**src/hdl/drl_pkg.sv**
```systemverilog
// shared command and status types for the direct line rasterizer
package drl_pkg;

   // controller to datapath commands
   typedef struct packed {
      logic load;       // capture a new line item
      logic div_step;   // one restoring division step of |dy| / dx
      logic div_fix;    // turn the unsigned quotient into a floor step
      logic advance;    // move to the next pixel
   } cmd_type;

   // datapath to controller status
   typedef struct packed {
      logic last;       // current pixel is the right endpoint
   } status_type;

endpackage

```
**src/hdl/direct_line_rasterizer_top.sv**
```systemverilog
// top level of the direct slope-intercept line rasterizer
// Takes one line item with two signed endpoints and streams one pixel per x from the left
// endpoint to the right one, y rounded half away from zero from the exact rational slope,
// the last pixel marked with rsp_tlast; a vertical line (equal x) gives the start point alone.
// Per line: the item is accepted, the serial restoring divider splits dy/dx into an integer
// step and a remainder step, the sign of that step is fixed, then dx+1 pixels go out at one
// per cycle while rsp_tready is high. A new item is taken only after the last pixel has gone.
module direct_line_rasterizer_top #(
   parameter  int COORD_BITS = 6,
   localparam int REQ_W      = ((4 * COORD_BITS + 7) / 8) * 8,
   localparam int RSP_W      = ((2 * COORD_BITS + 7) / 8) * 8
) (
   input  logic                 clock,
   input  logic                 reset,
   input  logic                 req_tvalid,
   output logic                 req_tready,
   // x_start, y_start, x_end, y_end, zero pad
   input  logic [REQ_W-1:0]     req_tdata,
   output logic                 rsp_tvalid,
   input  logic                 rsp_tready,
   // pixel_x, pixel_y, zero pad
   output logic [RSP_W-1:0]     rsp_tdata,
   output logic                 rsp_tlast
);

   localparam int CB    = COORD_BITS;

   drl_pkg::cmd_type    cmd;
   drl_pkg::status_type status;

   logic signed [CB-1:0] x_start, y_start, x_end, y_end;
   logic signed [CB-1:0] pixel_x, pixel_y;

   // unpack the line item
   assign x_start = req_tdata[CB-1:0];
   assign y_start = req_tdata[2*CB-1:CB];
   assign x_end   = req_tdata[3*CB-1:2*CB];
   assign y_end   = req_tdata[4*CB-1:3*CB];

   drl_controller #(
      .COORD_BITS(COORD_BITS)
   ) u_ctrl (
      .clock      (clock),
      .reset      (reset),
      .req_tvalid (req_tvalid),
      .req_tready (req_tready),
      .rsp_tvalid (rsp_tvalid),
      .rsp_tready (rsp_tready),
      .status     (status),
      .cmd        (cmd)
   );

   drl_datapath #(
      .COORD_BITS(COORD_BITS)
   ) u_dp (
      .clock   (clock),
      .cmd     (cmd),
      .x_start (x_start),
      .y_start (y_start),
      .x_end   (x_end),
      .y_end   (y_end),
      .pixel_x (pixel_x),
      .pixel_y (pixel_y),
      .status  (status)
   );

   // pack the pixel item, zero padded to whole bytes
   assign rsp_tdata = {{(RSP_W - 2*CB){1'b0}}, pixel_y, pixel_x};
   assign rsp_tlast = status.last;

`ifndef SYNTHESIS
   // taking the last pixel returns the block to accepting lines
   a_last_frees: assert property (@(posedge clock) disable iff (reset)
      rsp_tvalid && rsp_tready && rsp_tlast |=> req_tready)
      else $error("block not ready after last pixel");

   // no pixel is shown in the cycle after a line is taken (divider runs first)
   a_setup_gap: assert property (@(posedge clock) disable iff (reset)
      req_tvalid && req_tready |=> !rsp_tvalid)
      else $error("pixel shown during slope setup");

   // input and output sides never overlap
   a_one_line: assert property (@(posedge clock) disable iff (reset)
      req_tready |-> !rsp_tvalid)
      else $error("accepting a line while pixels are pending");
`endif

endmodule

```
**src/hdl/drl_datapath.sv**
```systemverilog
// datapath: endpoint setup, serial slope divider and incremental y tracker
module drl_datapath #(
   parameter int COORD_BITS = 6
) (
   input  logic                          clock,
   input  drl_pkg::cmd_type              cmd,
   input  logic signed [COORD_BITS-1:0]  x_start,
   input  logic signed [COORD_BITS-1:0]  y_start,
   input  logic signed [COORD_BITS-1:0]  x_end,
   input  logic signed [COORD_BITS-1:0]  y_end,
   output logic signed [COORD_BITS-1:0]  pixel_x,
   output logic signed [COORD_BITS-1:0]  pixel_y,
   output drl_pkg::status_type           status
);

   localparam int CB = COORD_BITS;

   // line registers
   logic [CB-1:0] x_ff, x_in;
   logic [CB-1:0] x_last_ff, x_last_in;
   logic [CB-1:0] q_ff, q_in;            // floor of current y, signed
   logic [CB-1:0] r_ff, r_in;            // remainder of current y, 0..dx-1
   logic [CB-1:0] dx_ff, dx_in;
   logic          dy_neg_ff, dy_neg_in;
   logic [CB:0]   dq_ff, dq_in;          // floor(dy/dx), signed
   logic [CB-1:0] dr_ff, dr_in;          // dy - dq*dx
   logic [CB-1:0] div_quo_ff, div_quo_in;
   logic [CB-1:0] div_rem_ff, div_rem_in;

   // endpoint ordering
   logic          swap;
   logic [CB-1:0] xa, ya, xb, yb;
   logic [CB:0]   dx_wide, dy_wide, dy_mag;

   // divider step
   logic [CB:0]   rem_shift, rem_sub;
   logic          div_ge;

   // pixel step
   logic [CB:0]   r_sum, r_sub;
   logic          step_ge;
   logic [CB+1:0] q_sum;

   // rounding
   logic [CB:0]   twice_r;
   logic          round_up;

   always_comb begin
      swap = x_start > x_end;
      xa   = swap ? x_end   : x_start;
      ya   = swap ? y_end   : y_start;
      xb   = swap ? x_start : x_end;
      yb   = swap ? y_start : y_end;
      dx_wide = {xb[CB-1], xb} - {xa[CB-1], xa};
      dy_wide = {yb[CB-1], yb} - {ya[CB-1], ya};
      dy_mag  = dy_wide[CB] ? (~dy_wide + {{CB{1'b0}}, 1'b1}) : dy_wide;

      rem_shift = {div_rem_ff, div_quo_ff[CB-1]};
      rem_sub   = rem_shift - {1'b0, dx_ff};
      div_ge    = rem_shift >= {1'b0, dx_ff};

      r_sum   = {1'b0, r_ff} + {1'b0, dr_ff};
      r_sub   = r_sum - {1'b0, dx_ff};
      step_ge = r_sum >= {1'b0, dx_ff};
      q_sum   = {{2{q_ff[CB-1]}}, q_ff} + {dq_ff[CB], dq_ff}
              + {{(CB+1){1'b0}}, step_ge};

      // half away from zero: a tie rounds up only when y is non-negative
      twice_r  = {r_ff, 1'b0};
      round_up = (dx_ff != '0) &&
                 (q_ff[CB-1] ? (twice_r > {1'b0, dx_ff}) : (twice_r >= {1'b0, dx_ff}));
   end

   always_comb begin
      x_in       = x_ff;
      x_last_in  = x_last_ff;
      q_in       = q_ff;
      r_in       = r_ff;
      dx_in      = dx_ff;
      dy_neg_in  = dy_neg_ff;
      dq_in      = dq_ff;
      dr_in      = dr_ff;
      div_quo_in = div_quo_ff;
      div_rem_in = div_rem_ff;
      if (cmd.load) begin
         x_in       = xa;
         x_last_in  = xb;
         q_in       = ya;
         r_in       = '0;
         dx_in      = dx_wide[CB-1:0];
         dy_neg_in  = dy_wide[CB];
         div_quo_in = dy_mag[CB-1:0];
         div_rem_in = '0;
      end else if (cmd.div_step) begin
         div_rem_in = div_ge ? rem_sub[CB-1:0] : rem_shift[CB-1:0];
         div_quo_in = {div_quo_ff[CB-2:0], div_ge};
      end else if (cmd.div_fix) begin
         if (!dy_neg_ff) begin
            dq_in = {1'b0, div_quo_ff};
            dr_in = div_rem_ff;
         end else if (div_rem_ff == '0) begin
            dq_in = ~{1'b0, div_quo_ff} + {{CB{1'b0}}, 1'b1};
            dr_in = '0;
         end else begin
            dq_in = ~{1'b0, div_quo_ff};
            dr_in = dx_ff - div_rem_ff;
         end
      end else if (cmd.advance) begin
         x_in = x_ff + {{(CB-1){1'b0}}, 1'b1};
         r_in = step_ge ? r_sub[CB-1:0] : r_sum[CB-1:0];
         q_in = q_sum[CB-1:0];
      end
   end

   always_ff @(posedge clock) begin
      x_ff       <= x_in;
      x_last_ff  <= x_last_in;
      q_ff       <= q_in;
      r_ff       <= r_in;
      dx_ff      <= dx_in;
      dy_neg_ff  <= dy_neg_in;
      dq_ff      <= dq_in;
      dr_ff      <= dr_in;
      div_quo_ff <= div_quo_in;
      div_rem_ff <= div_rem_in;
   end

   assign pixel_x     = x_ff;
   assign pixel_y     = q_ff + {{(CB-1){1'b0}}, round_up};
   assign status.last = x_ff == x_last_ff;

endmodule

```
**src/hdl/drl_controller.sv**
```systemverilog
// controller: sequences setup, slope division and pixel output
module drl_controller #(
   parameter int COORD_BITS = 6
) (
   input  logic                 clock,
   input  logic                 reset,
   input  logic                 req_tvalid,
   output logic                 req_tready,
   output logic                 rsp_tvalid,
   input  logic                 rsp_tready,
   input  drl_pkg::status_type  status,
   output drl_pkg::cmd_type     cmd
);

   localparam logic [1:0] ST_IDLE = 2'd0;
   localparam logic [1:0] ST_DIV  = 2'd1;
   localparam logic [1:0] ST_FIX  = 2'd2;
   localparam logic [1:0] ST_EMIT = 2'd3;

   localparam int CNT_W = $clog2(COORD_BITS);
   localparam logic [CNT_W-1:0] CNT_LAST = CNT_W'(COORD_BITS - 1);

   logic [1:0]       state_ff, state_in;
   logic [CNT_W-1:0] cnt_ff, cnt_in;

   always_comb begin
      state_in = state_ff;
      cnt_in   = cnt_ff;
      case (state_ff)
         ST_IDLE: begin
            if (req_tvalid) begin
               state_in = ST_DIV;
               cnt_in   = '0;
            end
         end
         ST_DIV: begin
            cnt_in = cnt_ff + {{(CNT_W-1){1'b0}}, 1'b1};
            if (cnt_ff == CNT_LAST) begin
               state_in = ST_FIX;
            end
         end
         ST_FIX: begin
            state_in = ST_EMIT;
         end
         ST_EMIT: begin
            if (rsp_tready && status.last) begin
               state_in = ST_IDLE;
            end
         end
         default: begin
            state_in = ST_IDLE;
         end
      endcase
   end

   always_ff @(posedge clock) begin
      if (reset) begin
         state_ff <= ST_IDLE;
         cnt_ff   <= '0;
      end else begin
         state_ff <= state_in;
         cnt_ff   <= cnt_in;
      end
   end

   assign req_tready   = state_ff == ST_IDLE;
   assign rsp_tvalid   = state_ff == ST_EMIT;
   assign cmd.load     = req_tvalid && req_tready;
   assign cmd.div_step = state_ff == ST_DIV;
   assign cmd.div_fix  = state_ff == ST_FIX;
   assign cmd.advance  = rsp_tvalid && rsp_tready;

endmodule

```
**config.mk**
```make
export PLATFORM = sky130hd
export DESIGN_NAME = direct_line_rasterizer_top
export DESIGN_NICKNAME = d
export VERILOG_FILES = /design/src/hdl/drl_pkg.sv /design/src/hdl/direct_line_rasterizer_top.sv /design/src/hdl/drl_datapath.sv /design/src/hdl/drl_controller.sv
export SDC_FILE = /design/constraint.sdc
export NUM_CORES = 1
export LEC_CHECK = 0
export ABC_AREA = 1
export BUFFER_PORTS_ARGS = -buffer_cell sky130_fd_sc_hd__buf_2
export CAP_MARGIN = 5
export CORE_MARGIN = 2
export CORE_UTILIZATION = 45
export CTS_CLUSTER_SIZE = 10
export DETAILED_ROUTE_END_ITERATION = 12
export PLACE_DENSITY = 0.63
export SYNTH_ARGS = -nofsm -noshare
export SYNTH_HDL_FRONTEND = slang
export SYNTH_SLANG_ARGS = --single-unit
export TNS_END_PERCENT = 50
```
**constraint.sdc**
```tcl
create_clock -name clock -period 9.49 [get_ports clock]
set_clock_uncertainty 0.1 [all_clocks]
set_input_delay 2.3725 -clock clock [delete_from_list [all_inputs] [get_ports clock]]
set_output_delay 2.3725 -clock clock [all_outputs]
set_load 0.05 [all_outputs]
```
* Word level (Yosys, flattened, before mapping)
Index checks and enable logic that the tools add are counted.
Storage, ports and cells: output and inout bits 19, flip-flop bits (word level) 60, input bits 28, word-level logic and storage cells 88
Cells by class: add/sub/neg operators 13, reductions and logical operators 15, eq/ne operators 10, mux-type cells 28, bitwise gates (word level) 5, order comparisons 5
Operators with widths (count):
- 6-bit two-way mux | 21
- 6-bit subtractor | 4
- 7-bit by 6-bit greater-or-equal comparator with 1-bit output | 3
- 6-bit by 1-bit adder with 6-bit output, second input constant | 3
- 6-bit by 1-bit adder with 6-bit output | 2
- 6-bit inverter | 2
- 3-bit AND reduction | 4
- 2-bit case mux with 4 select lines | 1
- 6-bit by 6-bit adder with 7-bit output | 1
- 7-bit by 6-bit > comparator with 1-bit output | 1
- 6-bit by 6-bit subtractor with 7-bit output | 1
- 6-bit adder | 1
- 6-bit equality test | 1
- 6-bit > comparator | 1
- 6-bit zero test | 1
- 2-bit two-way mux | 3
- 2-bit by 1-bit != test with 1-bit output, second input constant | 3
- 3-bit case mux with 2 select lines | 1
- 2-bit nonzero test | 3
- 6-bit nonzero test | 1
- 2-bit equality test, second input constant | 2
- 1-bit logical AND | 4
- 2-bit != test, second input constant | 2
- 3-bit by 1-bit adder with 3-bit output, second input constant | 1
- other kinds (7) | 9

* Longest topological paths before layout
depth in word-level cells 7, mapped depth 24, gate-level depth less buffers 23

* By module
Synthesis repeated with hierarchy kept, for this count alone.
Unflattened totals: cell total of the unflattened synthesis 659, area, all modules 5083.6 um^2
By module, submodules not included:
- drl_datapath | area an instance 4672.0 um^2, sequential area each 1531.5 um^2, cells an instance 596, instances 1
- drl_controller | area an instance 377.9 um^2, sequential area each 100.1 um^2, cells an instance 58, instances 1
- direct_line_rasterizer_top | area an instance 33.8 um^2, sequential area each 0.0 um^2, cells an instance 5, instances 1

* Worst setup path before layout
Ideal clock, no wire load.
path type reg-to-output, start reg u_dp.dx_ff[1], end out rsp_tdata[10], buffers on the path 0, cell stages (with the launch flop) 15, path slack 4224 ps, data arrival time 2793 ps, data required time 7017 ps, cell sequence edfxtp_1 inv_1 ha_1 a21oi_1 o21bai_1 a21oi_1 o21bai_1 a21oi_1 a21oi_1 nor2_1 a31oi_1 ha_1 ha_1 nand3_1 xor2_1
On the way: cells in the longest elaborated chain, start to end 4, elaborated cells between the ends (all ways) 6, those cells by class 1 x add/sub; 2 x order compare; 1 x mux; 2 x reduce/logical
Ends and longest elaborated chain:
- from (decl) | line drl_datapath.sv:23 | logic [CB-1:0] dx_ff, dx_in;
- from (signal assigned) | line drl_datapath.sv:120 | dx_ff <= dx_in;
- 7-bit by 6-bit greater-or-equal comparator with 1-bit output / 7-bit by 6-bit > comparator with 1-bit output (equally long branches) | line drl_datapath.sv:71 | (q_ff[CB-1] ? (twice_r > {1'b0, dx_ff}) : (twice_r >= {1'b0, dx_ff}));
- 1-bit two-way mux | line drl_datapath.sv:71
- 1-bit logical AND (*) | line drl_datapath.sv:70 | round_up = (dx_ff != '0) &&
- 6-bit by 1-bit adder with 6-bit output (*) | line drl_datapath.sv:129 | assign pixel_y = q_ff + {{(CB-1){1'b0}}, round_up};
- to (decl) | line direct_line_rasterizer_top.sv:22 | output logic [RSP_W-1:0] rsp_tdata,
Every way passes the cells marked *; elsewhere a longest branch is shown, timed or not.

* Worst setup path in the final report
Ends and elaborated chain as after synthesis.

==> summary.md <==
- 1 — number of stages on the worst hold path
- 0 — grt total ovfl
- 2.606 nW — Static Leak
- 0.3251 — proportion of synthesized chip area in sequential cells
- 4146 — via count of the first global-routing pass
- 5.269 — drt via density
- no — RSZ-0062 raised after global routing
- 0 ns — Post-Route Setup TNS
- 11590 um — final wirelength
- 109.6 um — die boundary width
- 43 — number of enable-type register cells in the synthesized netlist
- 40 — maximum number of pins on one net before global-route repair
- reg2out — WS Path Type
- 814 — fin cells
- 0.4630 — initial core utilization
- 0.5077 — final core utilization
- 0.2049 — global routing usage summed across all routing layers
- 51 — Unique masters post-synth
- u_ctrl.cnt_ff[2] — capture endpoint of the worst hold path
- 324.2 nW/um^2 — PwrDens
- 0.9046 — final estimated routing congestion in global placement
- 0.4532 — headroom to the max-slew limit
- 3.14 ns — worst path arrival time
- u_dp.q_ff[5] — worst reg2reg path endpoint
- output pin — kind of end point of the critical path
- 10840 sq um — Core Area
- 4.98 ns — minimum setup slack among reg-to-reg paths
- edfxtp_1 — slowest stage cell, crit path
- clkbuf_8 — buffer type at the clock tree root
- inv_1 -> ha_1 -> a21oi_1 -> o21bai_1 -> a21oi_1 -> o21bai_1 -> a21oi_1 -> a21oi_1 -> nor2_1 -> a31oi_1 -> ha_1 -> ha_1 -> nand3_1 -> xor2_1 -> buf_2 — cells traversed along the worst timing path
- 0 — final antenna-violating net count
- nand2_1 (111), inv_1 (94), ha_1 (51) — most common library cells after synthesis
- 0 — setup-violating endpoint count in the final report
- 9 — Num CTS Buffers
- 625 — number of standard cells after synthesis
- edfxtp_1 — library cell occupying the most area in the post-synthesis netlist
- 8.030 sq um — Avg Cell Area, Syn
- 5 — worst-path fanout max
- 4289 — via count of the routed design
- 5 — First-pass DRT Iterations
- 0 — number of slew-limit violations in the final report
- 42 — IO Port Bufs
- 0 — antenna violations before repair
- 109.6 um — die height
- 0 — fraction of registers with async set/reset
- yes — CTS tree
- 0 — CTS-repair resized insts
- 0 — quantity of hold-fixing buffers added after cts
- 754 — nets@finish
- nand2_1 — leading cell type by number of instances after synthesis
- 0.3764 ns — Post-Route Hold Slack
- 0.8127 ns — transition time at the pin with the least slew margin
- 0.46 ns — largest stage delay on the critical path
- finished clean — result of the run
- 0.34 ns — clock latency reported for the late side of the worst-skew pair
- 9264 um — detailed-placement wirelength estimate
- 5019 sq um — area of the mapped netlist
- 60 — clk sink count
- a21oi_1 — cell repeated most along the worst path
- 60 — #FFs+latches synth
- 0.1783 GHz — top achievable clock speed
- reg2reg — type of the worst min-delay path
- 0 — count of inserted antenna diode cells
- 21 — FF-to-FF path depth
- 0.1380 — fraction of layout instances using a drive strength above 1
- 798 — placed cell count
- 14.24 um — average wire per standard cell
- 0 — Fin. Hold Viols
- 0.2573 — area share of the largest cell type after synthesis
- u_ctrl.cnt_ff[2] — source of the worst hold timing path
- 7.02 ns — Critical Path RT
- flip-flop — startpoint type of the worst setup path
- edfxtp_1 — flip-flop cell with the highest count after synthesis
- 9.673% — area delta synth->final
- 0.5910 — final worst-path cycle share
- 5.609 ns — final critical-path required period
- 0.07 ns — CTS clock-pin slew for the worst setup and hold paths
- 3 — H-Tree Depth
- 47 — I/O pin total
- 1040 — fill count
- 38 — count of standard-cell rows
- 19090 um — wire length of the first global-routing pass
- 0 — DRC violations left
- u_dp.dr_ff[0] — reg-to-reg startpoint
- 262 — First DRT Iteration DRCs
- 0 — number of buffers inserted by post-CTS setup repair
- 2 — maximum root-to-sink buffer count
- 12010 sq um — full die area
- 0 — Ys Warns
- 0.1815 mV — VDD IR max
- u_dp.dx_ff[1] — crit path launch
- edfxtp_1 (26%), ha_1 (13%), nand2_1 (8.3%) — biggest area contributors in the synthesized netlist
- 0 — Max-Cap Viols
-- cell usage in the layout, fill, tap and decap left out, types with 5 or more instances in the layout --
cell type,n
nand4_1,11
nor2_1,39
buf_2,42
ha_1,51
a21oi_1,39
nand2_2,11
nand2_1,111
edfxtp_1,43
xor2_1,23
or2_2,5
o22ai_1,13
nand3_1,31
nor3_1,6
fa_1,6
o21ai_1,8
a31oi_1,8
o21ai_0,35
clkbuf_8,10
dfxtp_1,17
inv_1,94
xnor2_1,11
a211oi_1,6
-- layer usage --
layer / up-vias / track usage / wire length [um]
met3: 20 / 0.03734 / 515
met2: 98 / 0.3426 / 5352
met4: 0 / 0.07685 / 284
met1: 1968 / 0.2635 / 5435
li1: 2203 / - / -
met5: - / 0 / 0
-- worst max path at each step --
stage,cells past startpoint,slack (ns),end
3_5_place_dp,17,3.89,u_dp.dx_ff[4]
3_3_place_gp,18,3.97,u_dp.dx_ff[4]
4_1_cts,15,3.84,rsp_tdata[11]
2_1_floorplan,14,4.22,rsp_tdata[10]
5_1_grt,15,3.57,rsp_tdata[11]
6_report,15,3.88,rsp_tdata[10]
-- cells by family after synthesis --
| group | Yosys count | synth area share |
|---|---|---|
| xor+xnor | 34 | 0.05934 |
| buf+inv | 111 | 0.09150 |
| simple gates | 232 | 0.2142 |
| mux | 2 | 0.006482 |
| other cells | 1 | 0.0007472 |
| flops | 60 | 0.3251 |
| compound gates | 128 | 0.1516 |
| fa+ha+maj | 57 | 0.1511 |
-- power by group --
group	switching (mW)	internal, mW
registers	0.0839	0.434
clock network	0.102	0.100
logic	0.698	0.367
-- critical path, delay by kind of cell, from the launching register on --
kind | cells | cell delay (ns)
xor+xnor | 1 | 0.14
fa+ha+maj | 3 | 0.77
buf+inv | 2 | 0.55
compound gates | 7 | 0.69
flops | 1 | 0.46
simple gates | 2 | 0.20
-- registers in the layout (all words and copies together) (netlist names), 6 cells and up --
register,count
u_dp.r_ff,6
u_dp.dr_ff,6
u_dp.q_ff,6
u_dp.dq_ff,6
u_dp.x_last_ff,6
u_dp.dx_ff,6
u_dp.div_rem_ff,6
u_dp.div_quo_ff,6
u_dp.pixel_x,6
-- layout make-up --
cell class	count	area (sq um)	share of cell area
repair buffers	44	225.2	0.04092
clock inverters	5	27.53	0.005001
clock buffers	11	141.4	0.02569
inverters	97	364.1	0.06615
well taps	140	175.2	0.03183
flip-flops and latches	60	1632	0.2964
multi-input cells	457	2939	0.5340
-- through the flow --
| step | power [mW] | setup slack [ns] | cell area (sq um) |
|---|---|---|---|
| 2_1_floorplan | 1.336 | 4.224 | 5030 |
| 3_3_place_gp | 1.549 | 3.975 | 5335 |
| 3_5_place_dp | 1.580 | 3.895 | 5335 |
| 4_1_cts | 1.789 | 3.839 | 5504 |
| 5_1_grt | 1.953 | 3.571 | 5504 |
| 6_report | 1.785 | 3.881 | 5504 |
No activity file was read; power rests on OpenSTA's default activity.
